<file path="src/sv/lobm_pkg.sv">
`timescale 1ns / 1ps
// ----------------------------------------------------------------------------
// lobm_pkg: shared types and constants for the order book matcher
// Book sizes, field widths, controller states, datapath ops and status.
// ----------------------------------------------------------------------------
package lobm_pkg;

  // Sizes; ORDER_SLOTS and PRICE_LEVELS are powers of two.
  localparam int ORDER_SLOTS  = 1024;
  localparam int PRICE_LEVELS = 256;
  localparam int QTY_BITS     = 32;

  localparam int ID_W    = $clog2(ORDER_SLOTS);
  localparam int PRICE_W = $clog2(PRICE_LEVELS);
  localparam int LVL_N   = 2 * PRICE_LEVELS;
  localparam int LVL_W   = PRICE_W + 1;
  localparam int CLR_N   = (ORDER_SLOTS > LVL_N) ? ORDER_SLOTS : LVL_N;
  localparam int CLR_W   = $clog2(CLR_N);

  // Port field widths
  localparam int IN_PRICE_W = 8;
  localparam int IN_QTY_W   = 32;
  localparam int IN_ID_W    = 10;
  localparam int CNT_W      = 11;

  typedef enum logic {
    CMD_NEW    = 1'b0,
    CMD_MODIFY = 1'b1
  } cmd_t;

  typedef enum logic {
    SIDE_BUY  = 1'b0,
    SIDE_SELL = 1'b1
  } side_t;

  typedef enum logic [3:0] {
    S_CLEAR,
    S_IDLE,
    S_DISP,
    S_MOD,
    S_QCHK,
    S_LRD,
    S_LCHK,
    S_HRD,
    S_TRADE,
    S_ADV,
    S_FIN,
    S_OWN,
    S_ENQ
  } state_t;

  typedef enum logic [3:0] {
    OP_NONE,
    OP_CLEAR,
    OP_LOAD,
    OP_MODIFY,
    OP_RD_IDQ,
    OP_INIT_LVL,
    OP_RD_LVL,
    OP_TAKE_LVL,
    OP_RD_HEAD,
    OP_TRADE,
    OP_NEXT_LVL,
    OP_RD_OWN,
    OP_ENQ,
    OP_FINISH
  } dp_op_t;

  typedef struct packed {
    logic is_modify;
    logic idq_hit;
    logic qty_zero;
    logic occ;
    logic last_lvl;
    logic res_zero;
    logic head_is_tail;
    logic qty_le_res;
    logic out_busy;
    logic clr_last;
  } dp_stat_t;

endpackage

</file>
<file path="src/sv/lobm_ctrl.sv">
`timescale 1ns / 1ps
// ----------------------------------------------------------------------------
// lobm_ctrl: order book sequencer
// Clear sweep, then per item: dispatch, modify or level walk, queue walk, rest.
// ----------------------------------------------------------------------------
module lobm_ctrl (
  input  logic               clk,
  input  logic               rst_n,
  input  logic               in_valid,
  input  lobm_pkg::dp_stat_t stat,
  output lobm_pkg::dp_op_t   op,
  output logic               in_ready
);
  import lobm_pkg::*;

  state_t state_r, state_nxt;

  always_ff @(posedge clk) begin
    if (!rst_n) begin
      state_r <= S_CLEAR;
    end else begin
      state_r <= state_nxt;
    end
  end

  always_comb begin
    state_nxt = state_r;
    op        = OP_NONE;
    in_ready  = 1'b0;
    case (state_r)
      S_CLEAR: begin
        op = OP_CLEAR;
        if (stat.clr_last) state_nxt = S_IDLE;
      end
      S_IDLE: begin
        in_ready = 1'b1;
        if (in_valid) begin
          op = OP_LOAD;
          state_nxt = S_DISP;
        end
      end
      S_DISP: begin
        if (stat.is_modify) begin
          state_nxt = S_MOD;
        end else begin
          op = OP_RD_IDQ;
          state_nxt = S_QCHK;
        end
      end
      S_MOD: begin
        if (!stat.out_busy) begin
          op = OP_MODIFY;
          state_nxt = S_IDLE;
        end
      end
      S_QCHK: begin
        if (stat.idq_hit || stat.qty_zero) begin
          state_nxt = S_FIN;
        end else begin
          op = OP_INIT_LVL;
          state_nxt = S_LRD;
        end
      end
      S_LRD: begin
        op = OP_RD_LVL;
        state_nxt = S_LCHK;
      end
      S_LCHK: begin
        if (stat.occ) begin
          op = OP_TAKE_LVL;
          state_nxt = S_HRD;
        end else begin
          state_nxt = S_ADV;
        end
      end
      S_HRD: begin
        op = OP_RD_HEAD;
        state_nxt = S_TRADE;
      end
      S_TRADE: begin
        op = OP_TRADE;
        if (!stat.res_zero || stat.qty_le_res) state_nxt = S_FIN;
        else if (stat.head_is_tail)            state_nxt = S_ADV;
        else                                   state_nxt = S_HRD;
      end
      S_ADV: begin
        if (stat.qty_zero) begin
          state_nxt = S_FIN;
        end else if (stat.last_lvl) begin
          state_nxt = S_OWN;
        end else begin
          op = OP_NEXT_LVL;
          state_nxt = S_LRD;
        end
      end
      S_FIN: begin
        if (!stat.out_busy) begin
          op = OP_FINISH;
          state_nxt = S_IDLE;
        end
      end
      S_OWN: begin
        op = OP_RD_OWN;
        state_nxt = S_ENQ;
      end
      S_ENQ: begin
        if (stat.out_busy) begin
          op = OP_RD_OWN;
        end else begin
          op = OP_ENQ;
          state_nxt = S_IDLE;
        end
      end
      default: begin
        state_nxt = S_IDLE;
      end
    endcase
  end

endmodule

</file>
<file path="config.mk">
export PLATFORM = sky130hd
export DESIGN_NAME = lobm_ctrl
export DESIGN_NICKNAME = d
export VERILOG_FILES = /design/src/sv/lobm_pkg.sv /design/src/sv/lobm_ctrl.sv
export SDC_FILE = /design/constraint.sdc
export NUM_CORES = 1
export LEC_CHECK = 0
export BUFFER_PORTS_ARGS = -buffer_cell sky130_fd_sc_hd__buf_2
export CAP_MARGIN = 5
export CELL_PAD_IN_SITES_DETAIL_PLACEMENT = 0
export CELL_PAD_IN_SITES_GLOBAL_PLACEMENT = 1
export CORE_MARGIN = 2
export CORE_UTILIZATION = 39
export CTS_BUF_LIST = sky130_fd_sc_hd__clkbuf_4 sky130_fd_sc_hd__clkbuf_8
export CTS_CLUSTER_DIAMETER = 150
export CTS_CLUSTER_SIZE = 20
export DETAILED_ROUTE_END_ITERATION = 10
export PLACE_DENSITY_LB_ADDON = 0.1
export SLEW_MARGIN = 20
export SYNTH_ARGS = -nofsm -noshare
export SYNTH_HDL_FRONTEND = slang
export SYNTH_SLANG_ARGS = --single-unit
</file>
<file path="constraint.sdc">
create_clock -name clk -period 4.2 [get_ports clk]
set_clock_uncertainty 0.2 [all_clocks]
set_input_delay 1.26 -clock clk [delete_from_list [all_inputs] [get_ports clk]]
set_output_delay 1.26 -clock clk [all_outputs]
set_load 0.01 [all_outputs]
</file>
[Word level (Yosys, flattened, before mapping)]
Cells that the tools add are included.
Storage, ports and cells
  register bits: 4
  input port bits: 13
Operators by class
  equality and inequality tests: 15
  mux-type cells: 22
  reduce and logical (&&, ||, !) cells: 6
Operators by type and width (count)
  $pmux W4 S13: 1
  $mux W4: 12
  $pmux W4 S11: 1
  $eq A4 B4 Y1 const B: 5
  $eq A4 B3 Y1 const B: 4
  $mux W3: 5
  $eq A4 B2 Y1 const B: 2
  $ne A2 B2 Y1 const B: 3
  $eq A4 B1 Y1 const B: 1
  $logic_not A4 Y1: 1
  $mux W2: 2
  $reduce_and A3 Y1: 1
  $reduce_or A3 Y1: 1
  $logic_or A1 B1 Y1: 2
  $logic_not A1 Y1: 1
  $mux W1: 1

[Depth between registers and ports, before layout]
Gate-level depths: netlist (run 1).
  word-level depth: 4
  depth in mapped cells: 5

[Worst setup path before layout (run 1)]
No wires, ideal clock.
  path kind: in2out
  from: input port stat[1] (netlist bit)
  to: output port op[0]
  arrival time: 1.870 ns
  setup slack: 0.870 ns
  stages: 4
  buffers on the path: 0
  cell sequence: inv_1 nor2_1 o32a_1 o211ai_1
On the way
  longest elaborated chain between the ends: 2
  elaborated cells between the ends (all ways): 4
  those cells by class: 4 x mux
Ends and longest elaborated chain
  start: declaration: RTL line lobm_ctrl.sv:10  | input lobm_pkg::dp_stat_t stat,
  $mux W3, or another cell as far along: RTL line lobm_ctrl.sv:107  | if (stat.out_busy) begin
  $pmux W4 S13 *: RTL line lobm_ctrl.sv:30  | case (state_r)
  end: declaration: RTL line lobm_ctrl.sv:11  | output lobm_pkg::dp_op_t op,
Mark *: on every way between the ends. The rest lies on a longest branch, timed or not.

[Worst setup path after layout (run 1)]
  from: input port stat[6] (netlist bit)
  to: output port op[2]
On the way
  longest elaborated chain between the ends: 2
Ends and longest elaborated chain
  $mux W3: RTL line lobm_ctrl.sv:69  | if (stat.occ) begin
  $pmux W4 S13: RTL line lobm_ctrl.sv:30
Every way passes these cells.

==> metrics.yaml, run 1 <==
status: "finished, final reports clean"
path_depth: 6
clock_power_share_pct: 33.2
nNetsFinal: 125
clock_sinks: 4
grt_pass1_vias: 669
crit_fanout: 3
worstPathArrival_ns: 2.18
largest_reg_flops: 4
start_kind: "input port"
cts_root_buf: "clkbuf_4"
portBuffers: 17
dp_hpwl_um: 1380
grt_max_degree: 24
internal_power_mw: 0.0950
layout_commonest_cell: "buf_2"
setup_violations: 0
grt_pass1_wl_um: 2950
slew_violations: 0
netlist_area_um2: 626
netlist_instances: 94
worst_pin_slew_ns: 0.727
max_stage_delay_ns: 0.23
rr_startpoint: "state_r[1]"
clock_latency_ns: 0.23
numCtsBuffers: 3
ys_ff_latch: 4
path_clk_slew_ns: 0.04
ctsHoldBuffers: 0
finalCritPeriodShare_pct: 86.6
cts.path.max_buffers: 2
crit_path_frequent_cell: "buf_2"
combPwrFrac_pct: 36.2
drtIter0Drc: 30
hold_viol_final: 0
cp-startpoint: "stat[6]"
crit_chain: "buf_2 > and3b_1 > o21ai_1 > and3_1 > nand2_1 > buf_2"
p_sw_share_pct: 33.8
rrSetupSlack_ns: 2.25
worst_slack_ns: 0.564
fin_crit_ns: 3.64
cts_tree: "done"
cp_data_required_time_ns: 2.74
route.detailed.drc: 0
cts_setup_buffers: 0
finalSetupTns_ns: 0
ant_nets: 0
r2r_cells: 4
reg2reg_to: "state_r[0]"
seq_power_share_pct: 30.6
place.gp.congestion: 0.845
p_sw_mw: 0.0486
die_h_um: 44.1
slowest_stage: "o21ai_1"
ir_drop_mv: 0.0994
maxSlewHeadroom_pct: 51.5
cp_num_buf_inv: 2
rsz0062_at_grt: "false"
final_cell_mix: "17 x buf_2, 9 x nor2_1, 7 x nand3_1"
fillers: 171
grt-ovfl-total: 0
synth.distinct_cells: 35
antenna_found_initial: 0
dieArea_mm2: 0.00194
synth_nets: 107
synthToLayoutAreaGrowth_pct: 17.6
power_leakage_nw: 0.305
num_antenna_cells: 0
core-area_mm2: 0.00151
rows: 14
top_register: "state_r"
criticalPathCategory: "in2out"
viasPerCell: 6.30
dieWidth_um: 44.1
grt_use_total_pct: 20.1
crit_end: "op[2]"
drive_gt1_share_pct: 24.5
first_pass_iters: 5
cpLargestDelayFamily: "simple AND/OR/NAND/NOR gates"
critPathCaptureType: "output port"
p_per_area_mw_per_mm2: 195
wire_per_inst_um: 14.4
min_path_type: "reg2reg"
start_util_pct: 41.5
htreeDepth: 1
drv_cap: 0
place_ws_ns: 0.579
max_freq_ghz: 0.275
yosys_warnings: 0
boundaryPins: 18
syn_area_per_cell_um2: 6.66
routed_wl_um: 1820
synth-seq-area-share_pct: 12.8
vias: 794
cts-resized-gates: 0
largestRegisters: "state_r: 4 flops"
layer usage:
layer  global-route usage (%)  share of wire (%)  vias to the layer above
met5                        0                  0                        -
met4                     3.64                  0                        0
met3                     2.45                5.9                        0
met2                     33.8                 47                       31
met1                     27.8                 47                      368
li1                         -                  -                      395
cells by family (layout without fill, tap and decap cells):
family          after synthesis  in the layout  synth area share, %
compound gates               31             31                 34.4
xor+xnor                      2              2                 2.80
buf+inv                      15             31                 11.8
flops                         4              4                 12.8
simple gates                 42             42                 38.2
synthesized netlist by cell type:
cell type,instances,area (um2)
and3_1,1,6.26
nand3_1,7,35.0
nand4_1,4,25.0
nor4b_1,2,17.5
dfxtp_1,4,80.1
nor2b_1,4,25.0
nand2_1,4,15.0
and3b_1,1,8.76
buf_2,5,25.0
o32a_1,1,10.0
o21ai_0,4,20.0
a21oi_1,2,10.0
o211ai_1,2,15.0
a32o_1,1,10.0
o22ai_1,3,18.8
o21ai_1,3,15.0
or3_1,1,6.26
o311ai_1,1,8.76
a21o_1,1,7.51
xor2_1,2,17.5
buf_4,3,22.5
nor3b_1,1,7.51
o2111a_1,1,11.3
inv_1,5,18.8
a31oi_1,5,31.3
a22o_1,1,8.76
nand2b_1,2,12.5
and4bb_1,1,12.5
inv_2,2,7.51
o31ai_1,3,22.5
nor3_1,2,10.0
a32oi_1,3,26.3
nor2b_2,1,8.76
nand3b_1,2,15.0
nor2_1,9,33.8
through the flow:
stage / hold WS (ns) / total power [mW] / instances / utilization (%) / cell area [um2]
floorplan: 0.400 / 0.0788 / 94 / - / 626
global placement: 0.532 / 0.0965 / 123 / 47.3 / 713
detailed placement: 0.519 / 0.0961 / 123 / 47.3 / 713
CTS: 0.524 / 0.145 / 126 / 48.8 / 736
global route: 0.590 / 0.155 / 126 / 48.8 / 736
finish: 0.524 / 0.144 / 126 / 48.8 / 736
worst min path at each step:
| stage | from | end | slack [ns] | cells after the start |
|---|---|---|---|---|
| 2_1_floorplan | state_r[1] | state_r[3] | 0.40 | 3 |
| 3_3_place_gp | state_r[3] | state_r[2] | 0.53 | 2 |
| 6_report | state_r[3] | state_r[2] | 0.52 | 2 |
| 4_1_cts | state_r[3] | state_r[2] | 0.52 | 2 |
| 3_5_place_dp | state_r[3] | state_r[2] | 0.52 | 2 |
| 5_1_grt | state_r[3] | state_r[2] | 0.59 | 2 |
power by group through the flow:
stage,Combinational (mW),Clock (mW),Sequential [mW]
after floorplan,0.0376,0,0.0413
after global placement,0.0517,0,0.0447
after detailed placement,0.0514,0,0.0447
after CTS,0.0515,0.0496,0.0439
after global routing,0.0581,0.0526,0.0446
final,0.0520,0.0477,0.0440
area by class of cell:
| cell class | instances | area [um2] | area share, % |
|---|---|---|---|
| multi-input cells | 75 | 472 | 64.1 |
| repair buffers | 21 | 115 | 15.6 |
| flip-flops and latches | 4 | 80.1 | 10.9 |
| inverters | 7 | 26.3 | 3.57 |
| clock buffers | 3 | 22.5 | 3.06 |
| well taps | 16 | 20.0 | 2.72 |
worst min-delay path: cells and delay by family (launching register included):
family	cells	cell delay [ns]
AOI/OAI and AO/OA	2	0.24
DFF	1	0.43
Power figures use the tool's default switching activity.
==> run 2: changes to the inputs <==
- CELL_PAD_IN_SITES_DETAIL_PLACEMENT: 0 -> 2
- CELL_PAD_IN_SITES_GLOBAL_PLACEMENT: 1 -> 2
- CORE_ASPECT_RATIO: unset -> 0.75
- CORE_UTILIZATION: 39 -> 30
==> metrics.yaml, run 2 (same netlist as run 1, synthesis figures left out) <==
grt_pass1_wl_um: 4160  # was 2950 um
maxSlewHeadroom_pct: 69.6  # was 51.5%
rrSetupSlack_ns: 2.15  # was 2.25 ns
crit_chain: "buf_2 > inv_1 > nor2_1 > o32a_1 > o211ai_1 > buf_2"  # was buf_2 > and3b_1 > o21ai_1 > and3_1 > nand2_1 > buf_2
internal_power_mw: 0.0954  # was 0.0950 mW
cts-resized-gates: 0  # unchanged
rows: 14  # unchanged
drtIter0Drc: 17  # was 30
die_h_um: 43.5  # was 44.1 um
vias: 810  # was 794
first_pass_iters: 4  # was 5
dieArea_mm2: 0.00247  # was 0.00194 mm2
drv_cap: 0  # unchanged
core-area_mm2: 0.00198  # was 0.00151 mm2
finalCritPeriodShare_pct: 88.9  # was 86.6%
criticalPathCategory: "in2out"  # unchanged
ctsHoldBuffers: 0  # unchanged
grt_pass1_vias: 811  # was 669
min_path_type: "reg2reg"  # unchanged
synthToLayoutAreaGrowth_pct: 20.4  # was 17.6%
setup_violations: 0  # unchanged
largestRegisters: "state_r: 4 flops"  # unchanged
final_cell_mix: "17 x buf_2, 9 x nor2_1, 7 x nand3_1"  # unchanged
status: "finished, final reports clean"  # unchanged
power_leakage_nw: 0.310  # was 0.305 nW
clock_power_share_pct: 32.3  # was 33.2%
worst_pin_slew_ns: 0.455  # was 0.727 ns
viasPerCell: 6.00  # was 6.30
largest_reg_flops: 4  # unchanged
layout_commonest_cell: "buf_2"  # unchanged
grt-ovfl-total: 0  # unchanged
grt_use_total_pct: 21.5  # was 20.1%
dieWidth_um: 56.7  # was 44.1 um
clock_sinks: 4  # unchanged
start_util_pct: 31.6  # was 41.5%
p_sw_mw: 0.0539  # was 0.0486 mW
seq_power_share_pct: 29.4  # was 30.6%
p_per_area_mw_per_mm2: 198  # was 195 mW/mm2
htreeDepth: 1  # unchanged
drive_gt1_share_pct: 25.2  # was 24.5%
nNetsFinal: 126  # was 125
finalSetupTns_ns: 0  # unchanged
cp_data_required_time_ns: 2.74  # about the same
dp_hpwl_um: 1890  # was 1380 um
critPathCaptureType: "output port"  # unchanged
cts_root_buf: "clkbuf_4"  # unchanged
clock_latency_ns: 0.24  # was 0.23 ns
numCtsBuffers: 3  # unchanged
ant_nets: 0  # unchanged
routed_wl_um: 2480  # was 1820 um
worst_slack_ns: 0.466  # was 0.564 ns
place.gp.congestion: 0.818  # was 0.845
cts_setup_buffers: 0  # unchanged
cp_num_buf_inv: 3  # was 2
max_stage_delay_ns: 0.36  # was 0.23 ns
cts_tree: "done"  # unchanged
p_sw_share_pct: 36.1  # was 33.8%
hold_viol_final: 0  # unchanged
start_kind: "input port"  # unchanged
boundaryPins: 18  # unchanged
crit_path_frequent_cell: "buf_2"  # unchanged
combPwrFrac_pct: 38.3  # was 36.2%
antenna_found_initial: 0  # unchanged
worstPathArrival_ns: 2.27  # was 2.18 ns
fin_crit_ns: 3.73  # was 3.64 ns
slew_violations: 0  # unchanged
slowest_stage: "o32a_1"  # was o21ai_1
crit_fanout: 6  # was 3
rsz0062_at_grt: "false"  # unchanged
grt_max_degree: 22  # was 24
cpLargestDelayFamily: "buffers and inverters"  # was simple AND/OR/NAND/NOR gates
path_clk_slew_ns: 0.04  # about the same
route.detailed.drc: 0  # unchanged
max_freq_ghz: 0.268  # was 0.275 GHz
wire_per_inst_um: 18.4  # was 14.4 um
place_ws_ns: 0.464  # was 0.579 ns
ir_drop_mv: 0.151  # was 0.0994 mV
num_antenna_cells: 0  # unchanged
top_register: "state_r"  # unchanged
portBuffers: 17  # unchanged
cts.path.max_buffers: 2  # unchanged
-- run 2: cell count changes in the layout (fill, tap and decap cells not counted) --
| cell | change |
|---|---|
| buf_4 | +1 |
-- run 2: area by class of cell --
cell class                 count  area (um2)
tap                           24        30.0
timing repair buffer          22         123
multi-input combinational     75         472
inverter                       7        26.3
fill                         267        1230
clock buffer                   3        22.5
sequential                     4        80.1
-- run 2: per-layer routing --
layer / GRT usage, % / vias to the layer above / wire length (um)
li1: - / 393 / -
met5: 0 / - / 0
met4: 5.12 / 0 / 14
met1: 30.8 / 385 / 1260
met2: 32.3 / 30 / 1040
met3: 5.97 / 2 / 165
-- run 2: worst paths after layout --
| kind | from | cells after the start | endpoint |
|---|---|---|---|
| hold reg to reg | state_r[0] | 2 | state_r[1] |
| hold / removal | state_r[0] | 2 | state_r[1] |
| setup reg to reg | state_r[0] | 5 | state_r[0] |
| setup / recovery | stat[1] | 6 | op[0] |
-- run 2: power groups by stage --
stage               Combinational [mW]  Clock [mW]  Sequential, mW
floorplan                       0.0376           0          0.0413
global placement                0.0554           0          0.0442
detailed placement              0.0568           0          0.0442
CTS                             0.0570      0.0504          0.0437
global route                    0.0630      0.0539          0.0443
finish                          0.0572      0.0483          0.0439
-- run 2: tightest hold or removal path, delay by kind of cell (launching register included) --
family             cells  cell delay, ns
DFF                    1            0.41
AOI/OAI and AO/OA      2            0.31
-- run 2: stage by stage --
stage | utilization, % | hold slack (ns) | total power, mW | cell area [um2] | std cells
finish | 38.1 | 0.578 | 0.149 | 753 | 135
global route | 38.1 | 0.623 | 0.161 | 753 | 135
CTS | 38.1 | 0.561 | 0.151 | 753 | 135
detailed placement | 36.9 | 0.557 | 0.101 | 731 | 132
global placement | 36.9 | 0.541 | 0.0996 | 731 | 132
floorplan | - | 0.400 | 0.0788 | 626 | 94
